### src/hw/rtl/wtm_pkg.sv
package wtm_pkg;

    // Field widths
    localparam int SAMPLE_W = 32;
    localparam int QUO_W    = 32;

    // Default window lengths
    localparam int SHORT_WINDOW_DEF = 5;
    localparam int LONG_WINDOW_DEF  = 12;

    // Windows of at least this length drop their smallest and largest value
    localparam int TRIM_FROM = 5;

    // Item mode codes
    localparam logic MODE_ADD   = 1'b0;
    localparam logic MODE_CLEAR = 1'b1;

    typedef enum logic [2:0] {
        ST_IDLE,
        ST_WRITE,
        ST_SCAN,
        ST_DRAIN,
        ST_DIV_LOAD,
        ST_DIV,
        ST_DONE
    } wtm_state_t;

    // Controller to datapath commands
    typedef struct packed {
        logic capture;
        logic do_write;
        logic rd_issue;
        logic div_start;
        logic load_out;
    } wtm_cmd_t;

    // Datapath to controller status
    typedef struct packed {
        logic scan_last;
        logic div_done;
        logic out_free;
    } wtm_status_t;

    // Divisor of a window: trimmed windows lose two samples
    function automatic int trim_divisor(int win);
        return (win >= TRIM_FROM) ? win - 2 : win;
    endfunction

endpackage

### src/hw/rtl/wtm_ram.sv
module wtm_ram
    import wtm_pkg::*;
#(
    parameter int WIDTH = SAMPLE_W,
    parameter int DEPTH = LONG_WINDOW_DEF
) (
    input  logic                     clk,
    input  logic                     we,
    input  logic [$clog2(DEPTH)-1:0] waddr,
    input  logic [WIDTH-1:0]         wdata,
    input  logic [$clog2(DEPTH)-1:0] raddr,
    output logic [WIDTH-1:0]         rdata
);

    logic [WIDTH-1:0] mem_reg [DEPTH];
    logic [WIDTH-1:0] rdata_reg;

    // One write port, one registered read port
    always_ff @(posedge clk)
    begin
        if (we)
        begin
            mem_reg[waddr] <= wdata;
        end
        rdata_reg <= mem_reg[raddr];
    end

    assign rdata = rdata_reg;

endmodule

### src/hw/rtl/wtm_div.sv
module wtm_div
    import wtm_pkg::*;
#(
    parameter int NUM_W   = SAMPLE_W + 4,
    parameter int DIVISOR = 3
) (
    input  logic             clk,
    input  logic             rst_n,
    input  logic             start,
    input  logic [NUM_W-1:0] num,
    output logic [QUO_W-1:0] quo,
    output logic             done
);

    // Reciprocal scaled by 2^SHIFT, rounded up: exact for any NUM_W-bit numerator
    localparam int SHIFT  = NUM_W + $clog2(DIVISOR);
    localparam logic [63:0] RECIP = ((64'd1 << SHIFT) + 64'(DIVISOR) - 64'd1) / 64'(DIVISOR);
    localparam int PART_W = 16;
    localparam int PARTS  = (NUM_W + 2 + PART_W - 1) / PART_W;
    localparam int PAD_W  = PARTS * PART_W;
    localparam int PROD_W = NUM_W + PAD_W;
    localparam int IDX_W  = $clog2(PARTS);
    localparam logic [PAD_W-1:0] RECIP_PAD = PAD_W'(RECIP);
    localparam logic [IDX_W-1:0] IDX_TOP   = IDX_W'(PARTS - 1);

    logic [NUM_W-1:0]        num_reg, num_next;
    logic [PROD_W-1:0]       acc_reg, acc_next;
    logic [IDX_W-1:0]        idx_reg, idx_next;
    logic                    busy_reg, busy_next;
    logic [PART_W-1:0]       part;
    logic [NUM_W+PART_W-1:0] partial;

    // Multiply by the reciprocal one 16-bit slice per cycle, top slice first;
    // the quotient is the product shifted down by SHIFT
    always_comb
    begin
        part      = RECIP_PAD[PART_W*idx_reg +: PART_W];
        partial   = num_reg * part;
        num_next  = num_reg;
        acc_next  = acc_reg;
        idx_next  = idx_reg;
        busy_next = busy_reg;
        if (start)
        begin
            num_next  = num;
            acc_next  = '0;
            idx_next  = IDX_TOP;
            busy_next = 1'b1;
        end
        else if (busy_reg)
        begin
            acc_next = (acc_reg << PART_W) + PROD_W'(partial);
            idx_next = idx_reg - 1'b1;
            if (idx_reg == '0)
            begin
                busy_next = 1'b0;
            end
        end
    end

    always_ff @(posedge clk or negedge rst_n)
    begin
        if (!rst_n)
        begin
            busy_reg <= 1'b0;
            idx_reg  <= '0;
        end
        else
        begin
            busy_reg <= busy_next;
            idx_reg  <= idx_next;
        end
    end

    always_ff @(posedge clk)
    begin
        num_reg <= num_next;
        acc_reg <= acc_next;
    end

    assign quo  = acc_reg[SHIFT +: QUO_W];
    assign done = !busy_reg;

endmodule

### src/hw/rtl/wtm_ctrl.sv
module wtm_ctrl
    import wtm_pkg::*;
(
    input  logic        clk,
    input  logic        rst_n,
    input  logic        in_valid,
    output logic        in_ready,
    input  wtm_status_t status,
    output wtm_cmd_t    cmd
);

    wtm_state_t state_reg, state_next;

    // Next state
    always_comb
    begin
        state_next = state_reg;
        case (state_reg)
            ST_IDLE:
            begin
                if (in_valid)
                begin
                    state_next = ST_WRITE;
                end
            end
            ST_WRITE:    state_next = ST_SCAN;
            ST_SCAN:
            begin
                if (status.scan_last)
                begin
                    state_next = ST_DRAIN;
                end
            end
            ST_DRAIN:    state_next = ST_DIV_LOAD;
            ST_DIV_LOAD: state_next = ST_DIV;
            ST_DIV:
            begin
                if (status.div_done)
                begin
                    state_next = status.out_free ? ST_IDLE : ST_DONE;
                end
            end
            ST_DONE:
            begin
                if (status.out_free)
                begin
                    state_next = ST_IDLE;
                end
            end
            default:     state_next = ST_IDLE;
        endcase
    end

    // Outputs
    always_comb
    begin
        cmd      = '0;
        in_ready = 1'b0;
        case (state_reg)
            ST_IDLE:
            begin
                in_ready    = 1'b1;
                cmd.capture = in_valid;
            end
            ST_WRITE:    cmd.do_write  = 1'b1;
            ST_SCAN:     cmd.rd_issue  = 1'b1;
            ST_DRAIN:    cmd           = '0;
            ST_DIV_LOAD: cmd.div_start = 1'b1;
            ST_DIV:      cmd.load_out  = status.div_done && status.out_free;
            ST_DONE:     cmd.load_out  = status.out_free;
            default:     cmd           = '0;
        endcase
    end

    always_ff @(posedge clk or negedge rst_n)
    begin
        if (!rst_n)
        begin
            state_reg <= ST_IDLE;
        end
        else
        begin
            state_reg <= state_next;
        end
    end

endmodule

### src/hw/rtl/wtm_datapath.sv
module wtm_datapath
    import wtm_pkg::*;
#(
    parameter int SHORT_WINDOW = SHORT_WINDOW_DEF,
    parameter int LONG_WINDOW  = LONG_WINDOW_DEF
) (
    input  logic                clk,
    input  logic                rst_n,
    input  wtm_cmd_t            cmd,
    output wtm_status_t         status,
    input  logic                mode,
    input  logic [SAMPLE_W-1:0] sample_ms,
    output logic                out_valid,
    input  logic                out_ready,
    output logic [SAMPLE_W-1:0] short_mean,
    output logic                short_valid,
    output logic [SAMPLE_W-1:0] long_mean,
    output logic                long_valid
);

    localparam int SLOT_W = $clog2(LONG_WINDOW);
    localparam int CNT_W  = $clog2(LONG_WINDOW + 1);
    localparam int SUM_W  = SAMPLE_W + $clog2(LONG_WINDOW);
    localparam bit SHORT_FITS = (SHORT_WINDOW <= LONG_WINDOW);
    localparam bit SHORT_TRIM = (SHORT_WINDOW >= TRIM_FROM);
    localparam bit LONG_TRIM  = (LONG_WINDOW >= TRIM_FROM);
    localparam int SHORT_DIV  = trim_divisor(SHORT_WINDOW);
    localparam int LONG_DIV   = trim_divisor(LONG_WINDOW);
    localparam logic [SLOT_W-1:0] LAST_SLOT = SLOT_W'(LONG_WINDOW - 1);
    localparam logic [SLOT_W-1:0] SHORT_IDX = SHORT_FITS ? SLOT_W'(SHORT_WINDOW - 1) : '0;
    localparam logic [CNT_W-1:0]  FULL_CNT  = CNT_W'(LONG_WINDOW);

    // Captured item
    logic                mode_reg;
    logic [SAMPLE_W-1:0] sample_reg;

    // Ring bookkeeping and scan pointers
    logic [SLOT_W-1:0] write_slot_reg, write_slot_next;
    logic [CNT_W-1:0]  count_reg, count_next;
    logic [SLOT_W-1:0] rd_slot_reg, rd_slot_next;
    logic [SLOT_W-1:0] idx_reg, idx_next;
    logic              acc_en_reg;
    logic [SLOT_W-1:0] acc_idx_reg;
    logic [SAMPLE_W-1:0] rdata;
    logic              ring_we;

    // Accumulators
    logic [SUM_W-1:0]    sum_reg, s_sum_reg, sum_acc;
    logic [SAMPLE_W-1:0] min_reg, max_reg, s_min_reg, s_max_reg, min_acc, max_acc;
    logic                first;

    // Division
    logic [SUM_W-1:0] short_num, long_num;
    logic [QUO_W-1:0] short_quo, long_quo;
    logic             short_done, long_done;
    logic             short_ok, long_ok;

    // Output register
    logic                out_valid_reg;
    logic [SAMPLE_W-1:0] short_mean_reg, long_mean_reg;
    logic                short_valid_reg, long_valid_reg;

    assign ring_we = cmd.do_write && (mode_reg == MODE_ADD);

    wtm_ram #(
        .WIDTH (SAMPLE_W),
        .DEPTH (LONG_WINDOW)
    ) u_ring (
        .clk   (clk),
        .we    (ring_we),
        .waddr (write_slot_reg),
        .wdata (sample_reg),
        .raddr (rd_slot_reg),
        .rdata (rdata)
    );

    // Slot, count and scan pointer updates
    always_comb
    begin
        write_slot_next = write_slot_reg;
        count_next      = count_reg;
        rd_slot_next    = rd_slot_reg;
        idx_next        = idx_reg;
        if (cmd.do_write)
        begin
            idx_next = '0;
            if (mode_reg == MODE_CLEAR)
            begin
                write_slot_next = '0;
                count_next      = '0;
                rd_slot_next    = LAST_SLOT;
            end
            else
            begin
                write_slot_next = (write_slot_reg == LAST_SLOT) ? '0 : write_slot_reg + 1'b1;
                count_next      = (count_reg == FULL_CNT) ? count_reg : count_reg + 1'b1;
                rd_slot_next    = write_slot_reg;
            end
        end
        else if (cmd.rd_issue)
        begin
            rd_slot_next = (rd_slot_reg == '0) ? LAST_SLOT : rd_slot_reg - 1'b1;
            idx_next     = idx_reg + 1'b1;
        end
    end

    assign status.scan_last = (idx_reg == LAST_SLOT);

    // Running sum, min and max over the newest-first scan
    always_comb
    begin
        first   = (acc_idx_reg == '0);
        sum_acc = first ? SUM_W'(rdata) : sum_reg + SUM_W'(rdata);
        min_acc = (first || rdata < min_reg) ? rdata : min_reg;
        max_acc = (first || rdata > max_reg) ? rdata : max_reg;
    end

    // Trimmed numerators
    assign short_num = SHORT_TRIM ? s_sum_reg - SUM_W'(s_min_reg) - SUM_W'(s_max_reg)
                                  : s_sum_reg;
    assign long_num  = LONG_TRIM ? sum_reg - SUM_W'(min_reg) - SUM_W'(max_reg) : sum_reg;

    wtm_div #(
        .NUM_W   (SUM_W),
        .DIVISOR (SHORT_DIV)
    ) u_short_div (
        .clk   (clk),
        .rst_n (rst_n),
        .start (cmd.div_start),
        .num   (short_num),
        .quo   (short_quo),
        .done  (short_done)
    );

    wtm_div #(
        .NUM_W   (SUM_W),
        .DIVISOR (LONG_DIV)
    ) u_long_div (
        .clk   (clk),
        .rst_n (rst_n),
        .start (cmd.div_start),
        .num   (long_num),
        .quo   (long_quo),
        .done  (long_done)
    );

    assign status.div_done = short_done && long_done;

    // Validity from the count after this item
    assign short_ok = SHORT_FITS && (int'(count_reg) >= SHORT_WINDOW);
    assign long_ok  = (count_reg == FULL_CNT);

    assign status.out_free = !out_valid_reg || out_ready;

    // Control registers
    always_ff @(posedge clk or negedge rst_n)
    begin
        if (!rst_n)
        begin
            write_slot_reg <= '0;
            count_reg      <= '0;
            acc_en_reg     <= 1'b0;
            out_valid_reg  <= 1'b0;
        end
        else
        begin
            write_slot_reg <= write_slot_next;
            count_reg      <= count_next;
            acc_en_reg     <= cmd.rd_issue;
            if (cmd.load_out)
            begin
                out_valid_reg <= 1'b1;
            end
            else if (out_ready)
            begin
                out_valid_reg <= 1'b0;
            end
        end
    end

    // Payload registers
    always_ff @(posedge clk)
    begin
        rd_slot_reg <= rd_slot_next;
        idx_reg     <= idx_next;
        acc_idx_reg <= idx_reg;
        if (cmd.capture)
        begin
            mode_reg   <= mode;
            sample_reg <= sample_ms;
        end
        if (acc_en_reg)
        begin
            sum_reg <= sum_acc;
            min_reg <= min_acc;
            max_reg <= max_acc;
            if (SHORT_FITS && acc_idx_reg == SHORT_IDX)
            begin
                s_sum_reg <= sum_acc;
                s_min_reg <= min_acc;
                s_max_reg <= max_acc;
            end
        end
        if (cmd.load_out)
        begin
            short_valid_reg <= short_ok;
            long_valid_reg  <= long_ok;
            short_mean_reg  <= short_ok ? short_quo : '0;
            long_mean_reg   <= long_ok ? long_quo : '0;
        end
    end

    assign out_valid   = out_valid_reg;
    assign short_mean  = short_mean_reg;
    assign short_valid = short_valid_reg;
    assign long_mean   = long_mean_reg;
    assign long_valid  = long_valid_reg;

endmodule

### src/hw/rtl/windowed_trimmed_mean_core.sv
// Trimmed mean over a short and a long sliding window of duration samples.
// Input channel (in_valid/in_ready): mode selects add (sample_ms enters the
// ring) or clear (session emptied, sample_ms ignored). Every input transaction
// yields exactly one output transaction (out_valid/out_ready) carrying both
// means, each 0 with its valid flag low until the ring holds a full window.
// Per item: a write step, a scan of the ring RAM through one compare-add unit
// (registered read), a drain step and a divider load step, then the constant
// dividers, one per window, running side by side: three 16-bit slices of a
// reciprocal multiply, after which the result register is loaded. in_ready
// is high only in the idle state between items, so a new item is not taken
// until the previous result has been loaded into the output register.
// The result sits in an output register: a new item is accepted while it
// waits. If the receiver stalls long enough that the next result is ready
// first, the core holds that result and keeps in_ready low until the output
// register frees up.
// Reset empties the session (count and write slot zero) and drops any
// pending result; the ring contents are not cleared and need no pass.
module windowed_trimmed_mean_core
    import wtm_pkg::*;
#(
    parameter int SHORT_WINDOW = SHORT_WINDOW_DEF,
    parameter int LONG_WINDOW  = LONG_WINDOW_DEF
) (
    input  logic                clk,
    input  logic                rst_n,
    input  logic                in_valid,
    output logic                in_ready,
    input  logic                mode,
    input  logic [SAMPLE_W-1:0] sample_ms,
    output logic                out_valid,
    input  logic                out_ready,
    output logic [SAMPLE_W-1:0] short_mean,
    output logic                short_valid,
    output logic [SAMPLE_W-1:0] long_mean,
    output logic                long_valid
);

    wtm_cmd_t    cmd;
    wtm_status_t status;

    wtm_ctrl u_ctrl (
        .clk      (clk),
        .rst_n    (rst_n),
        .in_valid (in_valid),
        .in_ready (in_ready),
        .status   (status),
        .cmd      (cmd)
    );

    wtm_datapath #(
        .SHORT_WINDOW (SHORT_WINDOW),
        .LONG_WINDOW  (LONG_WINDOW)
    ) u_datapath (
        .clk         (clk),
        .rst_n       (rst_n),
        .cmd         (cmd),
        .status      (status),
        .mode        (mode),
        .sample_ms   (sample_ms),
        .out_valid   (out_valid),
        .out_ready   (out_ready),
        .short_mean  (short_mean),
        .short_valid (short_valid),
        .long_mean   (long_mean),
        .long_valid  (long_valid)
    );

endmodule

### config.mk
export PLATFORM = sky130hd
export DESIGN_NAME = windowed_trimmed_mean_core
export DESIGN_NICKNAME = d
export VERILOG_FILES = /design/src/hw/rtl/wtm_pkg.sv /design/src/hw/rtl/wtm_ram.sv /design/src/hw/rtl/wtm_div.sv /design/src/hw/rtl/wtm_ctrl.sv /design/src/hw/rtl/wtm_datapath.sv /design/src/hw/rtl/windowed_trimmed_mean_core.sv
export SDC_FILE = /design/constraint.sdc
export NUM_CORES = 2
export LEC_CHECK = 0
export BUFFER_PORTS_ARGS = -buffer_cell sky130_fd_sc_hd__buf_2
export CORE_ASPECT_RATIO = 0.8
export CORE_MARGIN = 2
export CORE_UTILIZATION = 65
export DETAILED_ROUTE_END_ITERATION = 7
export GPL_TIMING_DRIVEN = 0
export HOLD_SLACK_MARGIN = 0.05
export PLACE_DENSITY_LB_ADDON = 0.25
export RECOVER_POWER = 50
export SYNTH_ARGS = -nofsm -noshare
export SYNTH_HDL_FRONTEND = slang
export SYNTH_SLANG_ARGS = --single-unit
### constraint.sdc
create_clock -name clk -period 37.7 [get_ports clk]
set_input_delay 11.31 -clock clk [delete_from_list [all_inputs] [get_ports clk]]
set_output_delay 11.31 -clock clk [all_outputs]
set_load 0.02 [all_outputs]
==> results.toml <==
[finish]
mostFrequentLayoutCells = "1040 x inv_1, 759 x edfxtp_1, 658 x ha_1, 569 x fa_1, 312 x nor2_1"
largest_register_ffs = 384
multiInputGateArea_sq_um = 38600
fill_cells = 7653
final_layout_size_suffix_gt1_frac = 0.0760
regArea_sq_um = 26900
fin_nets = 7702
syn_to_final_growth_pct = 8.21
final_common_cell = "inv_1"

[global_routing]
grt_pass1_wl_mm = 288
antenna_found_initial = 5
gr-total-overflow = 0
grt_pass1_vias = 48400
grt_max_degree = 61
grtUsageTotal = 0.344

[clock_network]
cts_htree_levels = 3
cts_max_path_buffers = 3
clkTransAtPathRegs_ns = 0.06
cts_buffers = 95
cts_resized = 0
clock_latency_ns = 0.75
cts_tree = "done"
cts-root-buf = "clkbuf_16"
cts.sinks = 960
post_cts_buffers = 0
ctsHoldBuffers = 0

[routing]
wl_per_cell_um = 23.7
drc = 0
routed_via_density = 6.06
firstDrtPassIters = 6
drtIter0Drc = 5128
num_vias = 48100
antenna_left = 0
routed_wl_mm = 188

[place]
gp_congestion = 0.981
portBuffers = 104
dp_hpwl_mm = 145

[sta]
slew_violations = 316
fmax_mhz = 74.5
fin_crit_sh = 0.356
setup_tns_ns = 0
worst_pin_slew_ns = 3.41
timing.slew.headroom = -1.27
finClkSkew_ns = 0.0883
fin_crit_ns = 13.43
rsz0062_at_grt = "no"
setup_viol_count_final = 0
hold_viol_final = 0

[die]
ios = 105
fp.dieArea_sq_um = 111000
num_rows = 107
die_height_um = 298
start_util = 0.657
die_w_um = 371
coreArea_sq_um = 107000

[worst_setup_path]
crit_buf_inv = 2
start_kind = "register"
crit_type = "reg -> out"
cpMaxStageDelayCell = "nor3_1"
cp-end-kind = "output pin"
required_ns = 26.39
critical_path.max_stage_delay_ns = 0.53
crit_family = "simple AND/OR/NAND/NOR gates"
crit_chain = "clkbuf_1 > nor3_1 > buf_2"
crit_fanout = 10
crit_arrival_ns = 2.12

[yosys]
synth_area_sq_um = 70200
synth_edf_count = 759
synth.distinct_cells = 101
syn_avg_cell_area_sq_um = 11.3
ys_ff_latch = 960
syn_inst = 6208
synthMuxAreaShare = 0.0570
synth_ff_type = "edfxtp_1"
async_reset_ff_frac = 0.0198
synthAdderAreaFrac = 0.280
yosysTopAreaCell = "edfxtp_1"
synth_xor_xnor_area_share = 0.0356
ys_seq_area_frac = 0.383
ys.warnings.count = 0
synth_top_family_by_area = "adder cells"
synth_compound_area_frac = 0.0832
netlist.area_leader.share = 0.325
synth.area.top_cells = "edfxtp_1 32%, fa_1 16%, ha_1 12%, inv_1 5.6%, dfxtp_1 5.2%"
synthSimpleGateAreaFrac = 0.0937
synth.net_count = 7472

[worst_hold_path]
min_path_type = "reg -> reg"

[outcome]
violations = "capacitance limit, slew limit"
outcome = "complete, but fails checks"

[job]
maxCapViolCount = 9
-- kinds of logic (layout without fill, tap and decap cells) --
| group | after synthesis | in the layout |
|---|---|---|
| simple gates | 1311 | 1311 |
| compound gates | 902 | 902 |
| other cells | 0 | 2 |
| buf+inv | 1249 | 1557 |
| mux | 272 | 272 |
| fa+ha+maj | 1229 | 1229 |
| xor+xnor | 285 | 285 |
| flops | 960 | 960 |
-- per-stage QoR --
stage / util / cells / hold WS, ns / worst slack [ns] / instance area [sq um]
2_1_floorplan: - / 6208 / 0.331 / 23.06 / 70200
3_3_place_gp: 0.679 / 7729 / 0.343 / 19.94 / 72500
3_5_place_dp: 0.683 / 7758 / 0.342 / 24.81 / 73000
4_1_cts: 0.713 / 7933 / 0.355 / 24.24 / 76200
5_1_grt: 0.711 / 7933 / 0.371 / 24.23 / 76000
6_report: 0.711 / 7935 / 0.354 / 24.27 / 76000
-- synth_stat cells, drive strengths merged (20+ instances only) --
library cell and number:
xor2 77, nand2 293, ha 658, nor2b 196, a21oi 264, and3 32, fa 569, xnor2 208
edfxtp 759, o21bai 36, a31oi 29, a21o 131, a211oi 38, buf 52, nor2 313, inv 1041
o21ai 227, and2 195, mux4 96, nand3 72, dfxtp 182, o31ai 20, clkbuf 155, nand4 48
nor3 60, mux2i 113, o21a 28, mux2 63, nand2b 39
-- per-layer routing --
layer | wire length (um) | track usage | share of wire
met5 | 13 | 0 | 0.000069
met4 | 5300 | 0.0946 | 0.028
met3 | 18000 | 0.0698 | 0.096
met2 | 83500 | 0.518 | 0.44
met1 | 81300 | 0.509 | 0.43
-- path summary, 6_finish.rpt --
path                                                    from                            endpoint  slack, ns  cells past startpoint
max reg2reg                u_datapath.u_short_div.idx_reg[1]  u_datapath.u_short_div.acc_reg[54]      27.79                     31
min                                    u_datapath.idx_reg[3]           u_datapath.acc_idx_reg[3]       0.35                      0
max in group asynchronous                              rst_n   u_datapath.u_short_div.idx_reg[1]      26.47                      1
max                                      u_ctrl.state_reg[2]                            in_ready      24.27                      3
min reg2reg                            u_datapath.idx_reg[3]           u_datapath.acc_idx_reg[3]       0.35                      0
min in group asynchronous                              rst_n    u_datapath.u_long_div.idx_reg[0]      10.69                      1
-- layout make-up --
type | instances | share of cell area
multi-input cells | 3999 | 0.508
clock buffers | 111 | 0.0322
repair buffers | 133 | 0.0104
plain buffers | 207 | 0.0109
well taps | 1417 | 0.0233
flip-flops and latches | 960 | 0.354
diodes | 2 | 0.0000659
inverters | 1042 | 0.0515
clock inverters | 64 | 0.00991
Power is not shown: default switching activity piles up to over one toggle a cycle in this logic, so the estimate is an artifact.
